File: config.mk
export PLATFORM = sky130hd
export DESIGN_NAME = cubic_spline_point_evaluator
export DESIGN_NICKNAME = d
export VERILOG_FILES = /design/src/hw/rtl/cspe_pkg.sv /design/src/hw/rtl/cubic_spline_point_evaluator.sv
export SDC_FILE = /design/constraint.sdc
export NUM_CORES = 2
export LEC_CHECK = 0
export ABC_AREA = 1
export BUFFER_PORTS_ARGS = -buffer_cell sky130_fd_sc_hd__buf_2
export CORE_ASPECT_RATIO = 1.25
export CORE_MARGIN = 4
export CORE_UTILIZATION = 40
export DETAILED_ROUTE_END_ITERATION = 16
export HOLD_SLACK_MARGIN = 0.05
export PLACE_DENSITY_LB_ADDON = 0.1
export SYNTH_ARGS = -nofsm -noshare
export SYNTH_HDL_FRONTEND = slang
export SYNTH_SLANG_ARGS = --single-unit
File: constraint.sdc
create_clock -name clock -period 26.5 [get_ports clock]
set_input_delay 7.95 -clock clock [delete_from_list [all_inputs] [get_ports clock]]
set_output_delay 7.95 -clock clock [all_outputs]
set_load 0.05 [all_outputs]
File: src/hw/rtl/cspe_pkg.sv
// ----------------------------------------------------------------------------
// Cubic spline point evaluator package
// Widths, request and status codes, basis matrices and fixed-point constants
// shared by the evaluator.
// ----------------------------------------------------------------------------
package cspe_pkg;

   // Coordinate and parameter formats
   localparam int COORD_WIDTH = 32;        // signed Q16.16
   localparam int U_FRAC_BITS = 16;        // u is Q1.16, unsigned
   localparam int U_WIDTH     = 17;        // room for 1.0

   // Stream word layout
   localparam int REQ_DATA_WIDTH = 120;    // x, y, z, u, zero fill
   localparam int RSP_DATA_WIDTH = 96;     // x, y, z
   localparam int CODE_WIDTH     = 2;
   localparam int X_LSB = 0;
   localparam int Y_LSB = COORD_WIDTH;
   localparam int Z_LSB = 2 * COORD_WIDTH;
   localparam int U_LSB = 3 * COORD_WIDTH;

   // Internal datapath widths
   localparam int P_WIDTH     = 19;        // powers, up to 3.0 in Q.16, signed
   localparam int N_WIDTH     = 24;        // basis row dot powers, signed
   localparam int W_WIDTH     = 22;        // weight, signed Q.16
   localparam int MUL_A_WIDTH = 33;
   localparam int MUL_B_WIDTH = 25;
   localparam int PROD_WIDTH  = MUL_A_WIDTH + MUL_B_WIDTH;
   localparam int ACC_WIDTH   = 57;        // four products plus rounding
   localparam int CNT_WIDTH   = 4;

   // Request codes (tuser of the request stream)
   localparam logic [CODE_WIDTH-1:0] REQ_PUSH = 2'd0;
   localparam logic [CODE_WIDTH-1:0] REQ_POS  = 2'd1;
   localparam logic [CODE_WIDTH-1:0] REQ_TAN  = 2'd2;

   // Status codes (tuser of the response stream)
   localparam logic [CODE_WIDTH-1:0] STATUS_OK      = 2'd0;
   localparam logic [CODE_WIDTH-1:0] STATUS_TOO_FEW = 2'd1;
   localparam logic [CODE_WIDTH-1:0] STATUS_SAT     = 2'd2;

   localparam logic [2:0] POINTS_FULL = 3'd4;

   // floor(y/6) = (y * RECIP_SIX) >> RECIP_SHIFT, exact for y below 2^25.
   // The bias makes y non-negative and folds in the +3 of round half up.
   localparam logic [N_WIDTH-1:0] RECIP_SIX  = 24'd11184811;
   localparam int                 RECIP_SHIFT = 26;
   localparam logic [N_WIDTH-1:0] DIV_BIAS   = 24'd12582915;   // 3 + 6*2^21
   localparam logic [W_WIDTH-1:0] W_BIAS     = 22'h200000;     // 2^21

   typedef logic signed [COORD_WIDTH-1:0] coord_type;
   typedef logic signed [3:0]             coef_type;

   localparam coef_type CR_BASIS [4][4] = '{
      '{ 4'sd0, -4'sd1,  4'sd2, -4'sd1 },
      '{ 4'sd2,  4'sd0, -4'sd5,  4'sd3 },
      '{ 4'sd0,  4'sd1,  4'sd4, -4'sd3 },
      '{ 4'sd0,  4'sd0, -4'sd1,  4'sd1 }
   };

   localparam coef_type BS_BASIS [4][4] = '{
      '{ 4'sd1, -4'sd3,  4'sd3, -4'sd1 },
      '{ 4'sd4,  4'sd0, -4'sd6,  4'sd3 },
      '{ 4'sd1,  4'sd3,  4'sd3, -4'sd3 },
      '{ 4'sd0,  4'sd0,  4'sd0,  4'sd1 }
   };

   function automatic coef_type basis_coef(input logic       bspline,
                                           input logic [1:0] row,
                                           input logic [1:0] col);
      coef_type c;
      if (bspline) begin
         c = BS_BASIS[row][col];
      end else begin
         c = CR_BASIS[row][col];
      end
      return c;
   endfunction

endpackage

File: src/hw/rtl/cubic_spline_point_evaluator.sv
// ----------------------------------------------------------------------------
// Cubic spline point evaluator
// Four-point sliding window of 3D control points; evaluates position or
// tangent of a uniform Catmull-Rom or B-spline segment with one shared
// multiplier under a small sequencer. Results saturate and flag overflow.
// ----------------------------------------------------------------------------
//
//   channel   dir   word                                    user
//   req_*     in    x[31:0] y[63:32] z[95:64] u[112:96]     request code
//   rsp_*     out   x[31:0] y[63:32] z[95:64]               status
//   csr_*     in    basis select, write only                -
//
// Push and unused codes are handled in the idle state. Evaluate/tangent
// runs from accept to result register through u^2 and u^3, the four
// weights (row sum, then scale through the multiplier), the twelve
// coordinate products, and the load of the result register.
// Too-few requests go straight to the result register.
// Sync active-high reset clears the point count, basis select and handshakes.
// A result waiting in the output register does not block pushes; the
// sequencer holds in its last step only while that register is full.

module cubic_spline_point_evaluator (
   input  logic                                clock,
   input  logic                                reset,
   input  logic                                csr_we,
   input  logic                                csr_wdata,
   input  logic                                req_tvalid,
   output logic                                req_tready,
   // point_x, point_y, point_z, param_u, zero fill
   input  logic [cspe_pkg::REQ_DATA_WIDTH-1:0] req_tdata,
   // req_type
   input  logic [cspe_pkg::CODE_WIDTH-1:0]     req_tuser,
   output logic                                rsp_tvalid,
   input  logic                                rsp_tready,
   // out_x, out_y, out_z
   output logic [cspe_pkg::RSP_DATA_WIDTH-1:0] rsp_tdata,
   // status
   output logic [cspe_pkg::CODE_WIDTH-1:0]     rsp_tuser
);
   import cspe_pkg::*;

   localparam logic [2:0] ST_IDLE  = 3'd0;
   localparam logic [2:0] ST_U2    = 3'd1;
   localparam logic [2:0] ST_U3    = 3'd2;
   localparam logic [2:0] ST_WROW  = 3'd3;
   localparam logic [2:0] ST_WDIV  = 3'd4;
   localparam logic [2:0] ST_MAC   = 3'd5;
   localparam logic [2:0] ST_WRITE = 3'd6;

   localparam logic [U_WIDTH-1:0]   U_ONE     = U_WIDTH'(1) << U_FRAC_BITS;
   localparam logic [CNT_WIDTH-1:0] MAC_LAST  = 4'd12;
   localparam logic signed [ACC_WIDTH-1:0] ACC_HALF =
      ACC_WIDTH'(1) << (U_FRAC_BITS - 1);
   localparam logic signed [PROD_WIDTH-1:0] PROD_HALF =
      PROD_WIDTH'(1) << (U_FRAC_BITS - 1);
   localparam logic signed [ACC_WIDTH-1:0] ACC_CMAX =
      {{(ACC_WIDTH-COORD_WIDTH+1){1'b0}}, {(COORD_WIDTH-1){1'b1}}};
   localparam logic signed [ACC_WIDTH-1:0] ACC_CMIN =
      {{(ACC_WIDTH-COORD_WIDTH+1){1'b1}}, {(COORD_WIDTH-1){1'b0}}};

   // ---- registers ----
   logic [2:0]                    state_ff, state_in;
   logic [CNT_WIDTH-1:0]          cnt_ff, cnt_in;
   logic                          basis_ff, basis_in;
   logic [2:0]                    loaded_ff, loaded_in;
   coord_type                     window_ff [4][3];
   coord_type                     window_in [4][3];
   logic                          tangent_ff, tangent_in;
   logic                          too_few_ff, too_few_in;
   logic                          sat_ff, sat_in;
   logic [U_WIDTH-1:0]            u_ff, u_in;
   logic [U_WIDTH-1:0]            u2_ff, u2_in;
   logic [U_WIDTH-1:0]            u3_ff, u3_in;
   logic signed [N_WIDTH-1:0]     n_ff, n_in;
   logic signed [W_WIDTH-1:0]     w_ff [4];
   logic signed [W_WIDTH-1:0]     w_in [4];
   logic signed [PROD_WIDTH-1:0]  prod_ff, prod_in;
   logic signed [ACC_WIDTH-1:0]   acc_ff, acc_in;
   coord_type                     res_ff [3];
   coord_type                     res_in [3];
   logic                          rsp_valid_ff, rsp_valid_in;
   logic [RSP_DATA_WIDTH-1:0]     rsp_data_ff, rsp_data_in;
   logic [CODE_WIDTH-1:0]         rsp_status_ff, rsp_status_in;

   // ---- combinational ----
   logic                          accept;
   logic                          out_free;
   logic [U_WIDTH-1:0]            req_u;
   logic signed [MUL_A_WIDTH-1:0] mul_a;
   logic signed [MUL_B_WIDTH-1:0] mul_b;
   logic signed [PROD_WIDTH-1:0]  mul_p;
   logic signed [PROD_WIDTH-1:0]  pow_rnd;
   logic signed [P_WIDTH-1:0]     pw [4];
   logic signed [N_WIDTH-1:0]     n_sum;
   logic [N_WIDTH-1:0]            div_y;
   logic signed [N_WIDTH-1:0]     n_inc;
   logic [1:0]                    row_sel;
   logic [1:0]                    axis_sel;
   coord_type                     coord_sel;
   logic [CNT_WIDTH-1:0]          mac_j;
   logic signed [ACC_WIDTH-1:0]   mac_sum;
   logic signed [ACC_WIDTH-1:0]   mac_shr;

   assign accept     = req_tvalid && req_tready;
   assign req_tready = (state_ff == ST_IDLE);
   assign out_free   = !rsp_valid_ff || rsp_tready;
   assign req_u      = req_tdata[U_LSB +: U_WIDTH];

   assign rsp_tvalid = rsp_valid_ff;
   assign rsp_tdata  = rsp_data_ff;
   assign rsp_tuser  = rsp_status_ff;

   // powers of u: position [1,u,u2,u3], tangent [0,1,2u,3u2]
   always_comb begin
      if (tangent_ff) begin
         pw[0] = '0;
         pw[1] = P_WIDTH'(U_ONE);
         pw[2] = P_WIDTH'({u_ff, 1'b0});
         pw[3] = P_WIDTH'(u2_ff) + P_WIDTH'({u2_ff, 1'b0});
      end else begin
         pw[0] = P_WIDTH'(U_ONE);
         pw[1] = P_WIDTH'(u_ff);
         pw[2] = P_WIDTH'(u2_ff);
         pw[3] = P_WIDTH'(u3_ff);
      end
   end

   assign row_sel = cnt_ff[1:0];

   // one basis row dotted with the powers; small constant coefficients
   always_comb begin
      n_sum = '0;
      for (int c = 0; c < 4; c++) begin
         n_sum = n_sum + N_WIDTH'(basis_coef(basis_ff, row_sel, 2'(c)))
                       * N_WIDTH'(pw[c]);
      end
   end

   assign div_y = N_WIDTH'(n_ff) + DIV_BIAS;
   assign n_inc = n_ff + N_WIDTH'(1);

   assign axis_sel  = (cnt_ff[3:2] == 2'd3) ? 2'd0 : cnt_ff[3:2];
   assign coord_sel = window_ff[row_sel][axis_sel];

   // shared multiplier
   always_comb begin
      unique case (state_ff)
         ST_U2: begin
            mul_a = MUL_A_WIDTH'(u_ff);
            mul_b = MUL_B_WIDTH'(u_ff);
         end
         ST_U3: begin
            mul_a = MUL_A_WIDTH'(u2_ff);
            mul_b = MUL_B_WIDTH'(u_ff);
         end
         ST_WDIV: begin
            mul_a = MUL_A_WIDTH'(div_y);
            mul_b = MUL_B_WIDTH'(RECIP_SIX);
         end
         ST_MAC: begin
            mul_a = MUL_A_WIDTH'(coord_sel);
            mul_b = MUL_B_WIDTH'(w_ff[row_sel]);
         end
         default: begin
            mul_a = '0;
            mul_b = '0;
         end
      endcase
   end

   assign mul_p   = PROD_WIDTH'(mul_a) * PROD_WIDTH'(mul_b);
   assign pow_rnd = mul_p + PROD_HALF;

   // accumulate the product registered in the previous step
   assign mac_j   = cnt_ff - CNT_WIDTH'(1);
   assign mac_sum = ((mac_j[1:0] == 2'd0) ? '0 : acc_ff) + ACC_WIDTH'(prod_ff);
   assign mac_shr = (mac_sum + ACC_HALF) >>> U_FRAC_BITS;

   // ---- sequencer and datapath next state ----
   always_comb begin
      state_in      = state_ff;
      cnt_in        = cnt_ff;
      basis_in      = basis_ff;
      loaded_in     = loaded_ff;
      window_in     = window_ff;
      tangent_in    = tangent_ff;
      too_few_in    = too_few_ff;
      sat_in        = sat_ff;
      u_in          = u_ff;
      u2_in         = u2_ff;
      u3_in         = u3_ff;
      n_in          = n_ff;
      w_in          = w_ff;
      prod_in       = prod_ff;
      acc_in        = acc_ff;
      res_in        = res_ff;
      rsp_valid_in  = rsp_valid_ff && !rsp_tready;
      rsp_data_in   = rsp_data_ff;
      rsp_status_in = rsp_status_ff;

      if (csr_we) begin
         basis_in = csr_wdata;
      end

      unique case (state_ff)
         ST_IDLE: begin
            if (accept) begin
               if (req_tuser == REQ_PUSH) begin
                  for (int r = 0; r < 3; r++) begin
                     window_in[r] = window_ff[r+1];
                  end
                  window_in[3][0] = req_tdata[X_LSB +: COORD_WIDTH];
                  window_in[3][1] = req_tdata[Y_LSB +: COORD_WIDTH];
                  window_in[3][2] = req_tdata[Z_LSB +: COORD_WIDTH];
                  if (loaded_ff != POINTS_FULL) begin
                     loaded_in = loaded_ff + 3'd1;
                  end
               end else if (req_tuser == REQ_POS || req_tuser == REQ_TAN) begin
                  tangent_in = (req_tuser == REQ_TAN);
                  sat_in     = 1'b0;
                  u_in       = (req_u > U_ONE) ? U_ONE : req_u;
                  cnt_in     = '0;
                  if (loaded_ff != POINTS_FULL) begin
                     too_few_in = 1'b1;
                     for (int a = 0; a < 3; a++) begin
                        res_in[a] = '0;
                     end
                     state_in = ST_WRITE;
                  end else begin
                     too_few_in = 1'b0;
                     state_in   = ST_U2;
                  end
               end
            end
         end
         ST_U2: begin
            u2_in    = pow_rnd[U_FRAC_BITS +: U_WIDTH];
            state_in = ST_U3;
         end
         ST_U3: begin
            u3_in    = pow_rnd[U_FRAC_BITS +: U_WIDTH];
            state_in = ST_WROW;
         end
         ST_WROW: begin
            n_in     = n_sum;
            state_in = ST_WDIV;
         end
         ST_WDIV: begin
            // round half up: B-spline floor((N+3)/6), Catmull-Rom floor((N+1)/2)
            if (basis_ff) begin
               w_in[row_sel] = mul_p[RECIP_SHIFT +: W_WIDTH] - W_BIAS;
            end else begin
               w_in[row_sel] = W_WIDTH'(n_inc >>> 1);
            end
            if (row_sel == 2'd3) begin
               cnt_in   = '0;
               state_in = ST_MAC;
            end else begin
               cnt_in   = cnt_ff + CNT_WIDTH'(1);
               state_in = ST_WROW;
            end
         end
         ST_MAC: begin
            prod_in = mul_p;
            if (cnt_ff != '0) begin
               acc_in = mac_sum;
               if (mac_j[1:0] == 2'd3) begin
                  if (mac_shr > ACC_CMAX) begin
                     res_in[mac_j[3:2]] = {1'b0, {(COORD_WIDTH-1){1'b1}}};
                     sat_in = 1'b1;
                  end else if (mac_shr < ACC_CMIN) begin
                     res_in[mac_j[3:2]] = {1'b1, {(COORD_WIDTH-1){1'b0}}};
                     sat_in = 1'b1;
                  end else begin
                     res_in[mac_j[3:2]] = COORD_WIDTH'(mac_shr);
                  end
               end
            end
            if (cnt_ff == MAC_LAST) begin
               state_in = ST_WRITE;
            end else begin
               cnt_in = cnt_ff + CNT_WIDTH'(1);
            end
         end
         ST_WRITE: begin
            if (out_free) begin
               rsp_valid_in = 1'b1;
               rsp_data_in  = {res_ff[2], res_ff[1], res_ff[0]};
               priority if (too_few_ff) begin
                  rsp_status_in = STATUS_TOO_FEW;
               end else if (sat_ff) begin
                  rsp_status_in = STATUS_SAT;
               end else begin
                  rsp_status_in = STATUS_OK;
               end
               state_in = ST_IDLE;
            end
         end
         default: begin
            state_in = ST_IDLE;
         end
      endcase
   end

   always_ff @(posedge clock) begin
      if (reset) begin
         state_ff     <= ST_IDLE;
         cnt_ff       <= '0;
         basis_ff     <= 1'b0;
         loaded_ff    <= '0;
         rsp_valid_ff <= 1'b0;
      end else begin
         state_ff     <= state_in;
         cnt_ff       <= cnt_in;
         basis_ff     <= basis_in;
         loaded_ff    <= loaded_in;
         rsp_valid_ff <= rsp_valid_in;
      end
      window_ff     <= window_in;
      tangent_ff    <= tangent_in;
      too_few_ff    <= too_few_in;
      sat_ff        <= sat_in;
      u_ff          <= u_in;
      u2_ff         <= u2_in;
      u3_ff         <= u3_in;
      n_ff          <= n_in;
      w_ff          <= w_in;
      prod_ff       <= prod_in;
      acc_ff        <= acc_in;
      res_ff        <= res_in;
      rsp_data_ff   <= rsp_data_in;
      rsp_status_ff <= rsp_status_in;
   end

   // ---- assertions ----
   a_loaded_max: assert property (@(posedge clock) disable iff (reset)
      loaded_ff <= POINTS_FULL)
      else $error("point count above four");

   a_loaded_hold: assert property (@(posedge clock) disable iff (reset)
      loaded_ff == POINTS_FULL |=> loaded_ff == POINTS_FULL)
      else $error("full point window lost its count");

   a_eval_start: assert property (@(posedge clock) disable iff (reset)
      accept && (req_tuser == REQ_POS || req_tuser == REQ_TAN)
         && loaded_ff == POINTS_FULL |=> state_ff == ST_U2)
      else $error("evaluation did not start on a full window");

   a_too_few_zero: assert property (@(posedge clock) disable iff (reset)
      rsp_tvalid && rsp_tuser == STATUS_TOO_FEW |-> rsp_tdata == '0)
      else $error("too-few result carries nonzero data");

   a_sat_clamped: assert property (@(posedge clock) disable iff (reset)
      rsp_tvalid && rsp_tuser == STATUS_SAT |->
         rsp_tdata[X_LSB+COORD_WIDTH-2 -: COORD_WIDTH-1]
            == {(COORD_WIDTH-1){~rsp_tdata[X_LSB+COORD_WIDTH-1]}}
         || rsp_tdata[Y_LSB+COORD_WIDTH-2 -: COORD_WIDTH-1]
            == {(COORD_WIDTH-1){~rsp_tdata[Y_LSB+COORD_WIDTH-1]}}
         || rsp_tdata[Z_LSB+COORD_WIDTH-2 -: COORD_WIDTH-1]
            == {(COORD_WIDTH-1){~rsp_tdata[Z_LSB+COORD_WIDTH-1]}})
      else $error("saturated status without a clamped coordinate");

endmodule

Word-level counts from Yosys, hierarchy flattened
Index checks and enable logic that the tools add are counted.

Bits in registers: 870. Bits of input ports: 128. Output and inout port bits: 100. Word-level logic and storage cells: 185.

Add/subtract/negate cells: 13. Multipliers: 5. Magnitude comparators: 8. Equality and inequality tests: 23. Mux-type cells: 67. Bitwise logic cells: 10. Reduce and logical (&&, ||, !) cells: 24.

Operators with widths (number): 96-bit two-way mux (10); 96-bit binary-select mux with 2-bit select (1); 96-bit one-hot mux with 2 select lines (1); 88-bit bitwise mux (2); 33-bit one-hot mux with 4 select lines (1); 96-bit bitwise mux (1); 32-bit two-way mux (3); 93-bit bitwise AND (1); 93-bit inverter (1); 93-bit OR (1); 88-bit two-way mux (1); 25-bit one-hot mux with 3 select lines (1); 74-bit two-way mux (1); 4-bit by 19-bit multiplier with 23-bit output (3); 22-bit two-way mux (3); 16-bit binary-select mux with 2-bit select (2); 32-bit binary-select mux with 2-bit select (1); 32-bit demux with 2-bit select (1); 16-bit two-way mux (4); 57-bit by 17-bit adder with 57-bit output, second input constant (1); 57-bit adder (1); 33-bit by 25-bit multiplier with 57-bit output (1); 57-bit two-way mux (1); 24-bit by 23-bit adder with 24-bit output (2); other kinds (52) (105).

Depth between registers and ports, before layout
Depth after elaboration: 13. Gate-level depth with buffers: 46. Gate-level depth less buffers: 44.

Least setup slack after synthesis
No wires, ideal clock.

Path type: input -> register. Start: input req_tuser[0] in the netlist's numbering. End: register loaded_ff[0]. Library setup time: 153 ps. Data arrival time: 26153 ps. Data required time: 26347 ps. Slack: 194 ps. Stages: 7. Path buffers: 0. Cell sequence: inv_1 > ha_1 > nand2_1 > nor2_1 > nand2_1 > o21ai_0 > a21oi_1.

Longest elaborated chain between the ends: 2.

Ends and longest elaborated chain: from (decl) (line cubic_spline_point_evaluator.sv:32) `input logic [cspe_pkg::CODE_WIDTH-1:0] req_tuser,`; 2-bit zero test (line cubic_spline_point_evaluator.sv:208) `if (req_tuser == REQ_PUSH) begin`; 4-bit AND reduction (no line); to (signal assigned) (line cubic_spline_point_evaluator.sv:316) `loaded_ff <= loaded_in;`; to (decl) (line cubic_spline_point_evaluator.sv:65) `logic [2:0] loaded_ff, loaded_in;`.

Every way passes these cells. A chain may end at the register's enable or synchronous reset.

Final worst setup path
Start: register cnt_ff[1]. End: register w_ff[87] in the netlist's numbering, data pin.

Longest elaborated chain between the ends: 12. Elaborated cells on any way between the ends: 22. Those cells by class: add/sub (1); mul (1); order compare (2); mux (16); bitwise (1); reduce/logical (1).

Ends and longest elaborated chain: from (decl) (line cubic_spline_point_evaluator.sv:63) `logic [CNT_WIDTH-1:0] cnt_ff, cnt_in;`; from (signal assigned) (line cubic_spline_point_evaluator.sv:314) `cnt_ff <= cnt_in;`; 2-bit inverter with 3-bit output (implied by the code) (*) (line cubic_spline_point_evaluator.sv:143, cubic_spline_point_evaluator.sv:162); 96-bit binary-select mux with 2-bit select (line cubic_spline_point_evaluator.sv:143) `assign coord_sel = window_ff[row_sel][axis_sel];`; 96-bit two-way mux (implied by the code) (2 in a row) (line cubic_spline_point_evaluator.sv:143); 32-bit binary-select mux with 2-bit select (line cubic_spline_point_evaluator.sv:143); 32-bit two-way mux (implied by the code) (2 in a row) (line cubic_spline_point_evaluator.sv:143); 33-bit one-hot mux with 4 select lines (line cubic_spline_point_evaluator.sv:147) `unique case (state_ff)`; 33-bit by 25-bit multiplier with 57-bit output (*) (line cubic_spline_point_evaluator.sv:171) `assign mul_p = PROD_WIDTH'(mul_a) * PROD_WIDTH'(mul_b);`; via mul_p[47] (line cubic_spline_point_evaluator.sv:91) `logic signed [PROD_WIDTH-1:0] mul_p;`; 22-bit subtractor (*) (line cubic_spline_point_evaluator.sv:251) `w_in[row_sel] = mul_p[RECIP_SHIFT +: W_WIDTH] - W_BIAS;`; 88-bit bitwise mux (*) (line cubic_spline_point_evaluator.sv:251); 88-bit two-way mux (*) (line cubic_spline_point_evaluator.sv:250) `if (basis_ff) begin`; to (signal assigned) (line cubic_spline_point_evaluator.sv:327) `w_ff <= w_in;`; to (decl) (line cubic_spline_point_evaluator.sv:75) `logic signed [W_WIDTH-1:0] w_ff [4];`.

The timed path passes the listed nets; every way through them passes the cells marked *. The select of a mux whose other input is x is not followed.

==> metrics.txt <==
pin count of the biggest net entering global routing 100; Slowest cell on crit path nand3_1; clock buffer depth 3; Worst Setup EP w_ff[87]; Async S/R FF share, synth 0%; Synth Instances roughly 8,800; width of the die 405.6 um; unique cell type count in the Yosys netlist 63; FMAX 82.00 MHz; Post-DRT Antenna Nets 0; Crit path max-delay family adder cells; Post-CTS Hold Fix Bufs 0; core area 196,700 um2; Placer Congestion 0.9837; vias in the first global route between 60,000 and 70,000; Overflow after GRT 0; Nets 10,420; Wirelength per Cell 23.28 um; Synth Register Bits 870; Avg Vias per Cell 5.219; share of cells above drive strength 1 8.271%; fin crit period 12,200 ps; CP Launch Point cnt_ff[1]; Final Hold Viols 0; worst min-delay path class register to register; row count 182; reg2reg end w_ff[87]; EDFF count, synth 858; die height a little over 500 um; final wirelength 270,400 um; initial antenna violation count 16; drc violations 0; max_cap viols 0; router iterations before antenna repair 6; Mapped Area 79,050 um2; Sink Count 870; worst path required time between 20,000 and 30,000 ps; status finished, final reports clean; clk root buf clkbuf_16; setup TNS 0 ps; Largest stage delay, worst path 870 ps; Total Routing Usage GR 26.46%; post-CTS setup buffer count 0; Initial Util between 40 and 50%; cell mode on critical path fa_1; Avg Inst Size Synth 8.973 um2; H-tree depth 3; endpoint class of the critical path register; clock skew a little under 60 ps; via count between 60,000 and 70,000; Top FF cell, synth edfxtp_1; Max Slew Vio Count 0; YS warnings 0; CTS tree done; post-cts sizing count 0; Worst Tran Pin Value 1447 ps; Clock Pin Slew Worst Setup and Hold Paths 60 ps; IO Count 228; Worst setup SP type register; Die ar. 204,800 um2; Seq/Total Area, Yosys approximately a third; WP depth 35; initial DRC count 5,003; Crit Path Max Fanout 48; flop2flop setup slack roughly 14,000 ps; FF-to-FF Start cnt_ff[1]; Mapped Nets 10,270; setup repair after global routing missed its margin false; arrival time at the worst endpoint 12,670 ps; Final setup viols 0; worst path buffer plus inverter count 9; Slew headroom under 10%; period utilisation layout a little under half; worst skew pair latency between 700 and 800 ps; first-pass GRT wire length 402,200 um; PortBufs between 200 and 250; R2R cell count 35; post-synthesis to final-layout area growth 9.435%; hpwl dp 209,200 um; crit path kind register to register; Num CTS Buffers 94
metrics by stage:
step	cell area (um2)	hold WS (ps)	std cells	util [%]	setup slack, ps
final	86510	410.8	11620	43.97	14300
after global routing	86490	409.3	11610	43.96	13980
after CTS	86490	406.6	11610	43.96	14550
after detailed placement	83320	426.2	11430	42.35	14600
after global placement	83320	422.4	11430	42.35	14560
after floorplan	79050	420.7	8810	-	193.8
cell families (layout without fill, tap and decap cells):
| family | after synthesis | in the layout | share of synthesized area, % |
|---|---|---|---|
| AO/OA/AOI/OAI | 952 | 952 | 6.790 |
| XOR/XNOR | 153 | 153 | 1.719 |
| adder cells (fa/ha/maj) | 1335 | 1335 | 30.71 |
| buffers and inverters | 2257 | 2479 | 10.86 |
| flip-flops | 870 | 870 | 32.90 |
| multiplexers | 1 | 1 | 0.01266 |
| other | 0 | 9 | 0 |
| AND/OR/NAND/NOR | 3242 | 3242 | 17.00 |
cell type report:
type | count | area (um2)
well taps | 2576 | 3223
diodes | 9 | 22.52
clock inverters | 63 | 730.7
clock buffers | 112 | 2430
flip-flops and latches | 870 | 26010
inverters | 1972 | 7412
repair buffers | 332 | 1954
multi-input cells | 5683 | 44720
fillers | 19680 | 110200
routing by layer:
layer / vias up / GRT usage [%] / share of wire [%]
met5: - / 0 / 0.017
met4: 6 / 12.33 / 5.5
met1: 30490 / 33.20 / 40
met3: 553 / 4.118 / 6.4
met2: 2093 / 44.80 / 48
li1: 27490 / - / -
flip-flops by register name, indices dropped and copies added, names as in the netlist, 24 cells and up:
| name | cells |
|---|---|
| prod_ff | 57 |
| w_ff | 88 |
| acc_ff | 57 |
| n_ff | 24 |
| res_ff | 96 |
| window_ff | 384 |
| rsp_tdata | 96 |
placed cells by master, fill, tap and decap left out, types with 9 or more instances in the layout:
master / count
nand2_4: 23
inv_1: 1927
a31oi_1: 15
nand2_2: 53
nor2_1: 987
a221oi_1: 15
nand3_1: 267
xor2_1: 105
clkbuf_1: 17
clkinv_2: 15
o21a_1: 9
buf_4: 111
dfxtp_1: 10
or2_2: 11
o21bai_1: 12
a21oi_1: 276
o22ai_1: 101
edfxtp_1: 858
a21oi_2: 40
inv_2: 18
ha_1: 324
diode_2: 9
nand2_1: 1708
clkinvlp_4: 9
nor3_2: 12
nor4_1: 9
clkinv_1: 38
nand3_2: 23
nand4_1: 39
nor3_1: 38
fa_1: 1009
buf_2: 220
xnor2_1: 47
nor2_2: 32
nor2_4: 23
clkbuf_16: 94
o21ai_0: 419
worst min path at each step:
stage	endpoint	slack, ps	cells past startpoint	from
finish	window_ff[301]	410	0	window_ff[205]
global route	window_ff[269]	410	0	window_ff[173]
CTS	window_ff[301]	410	0	window_ff[205]
detailed placement	window_ff[357]	430	0	window_ff[261]
global placement	window_ff[252]	420	0	window_ff[156]
floorplan	window_ff[192]	420	0	window_ff[96]
synthesized netlist by cell type (28+ instances only):
| library cell | instances | area [um2] |
|---|---|---|
| ha_1 | 326 | 4079 |
| inv_1 | 1930 | 7244 |
| xor2_1 | 105 | 919.6 |
| o21ai_0 | 425 | 2127 |
| a21oi_2 | 40 | 350.3 |
| edfxtp_1 | 858 | 25760 |
| nor2_1 | 1004 | 3769 |
| nand3_1 | 267 | 1336 |
| nand2_2 | 53 | 331.6 |
| nand4_1 | 39 | 244.0 |
| a21oi_1 | 276 | 1381 |
| xnor2_1 | 47 | 411.6 |
| nor3_1 | 47 | 235.2 |
| clkbuf_1 | 250 | 938.4 |
| o22ai_1 | 101 | 631.9 |
| fa_1 | 1009 | 20200 |
| nor2_2 | 28 | 175.2 |
| nand2_1 | 1708 | 6411 |
Power is left out: the tool's default activity adds up to more than one toggle a clock period on the data nets, which glitch-free logic cannot reach.
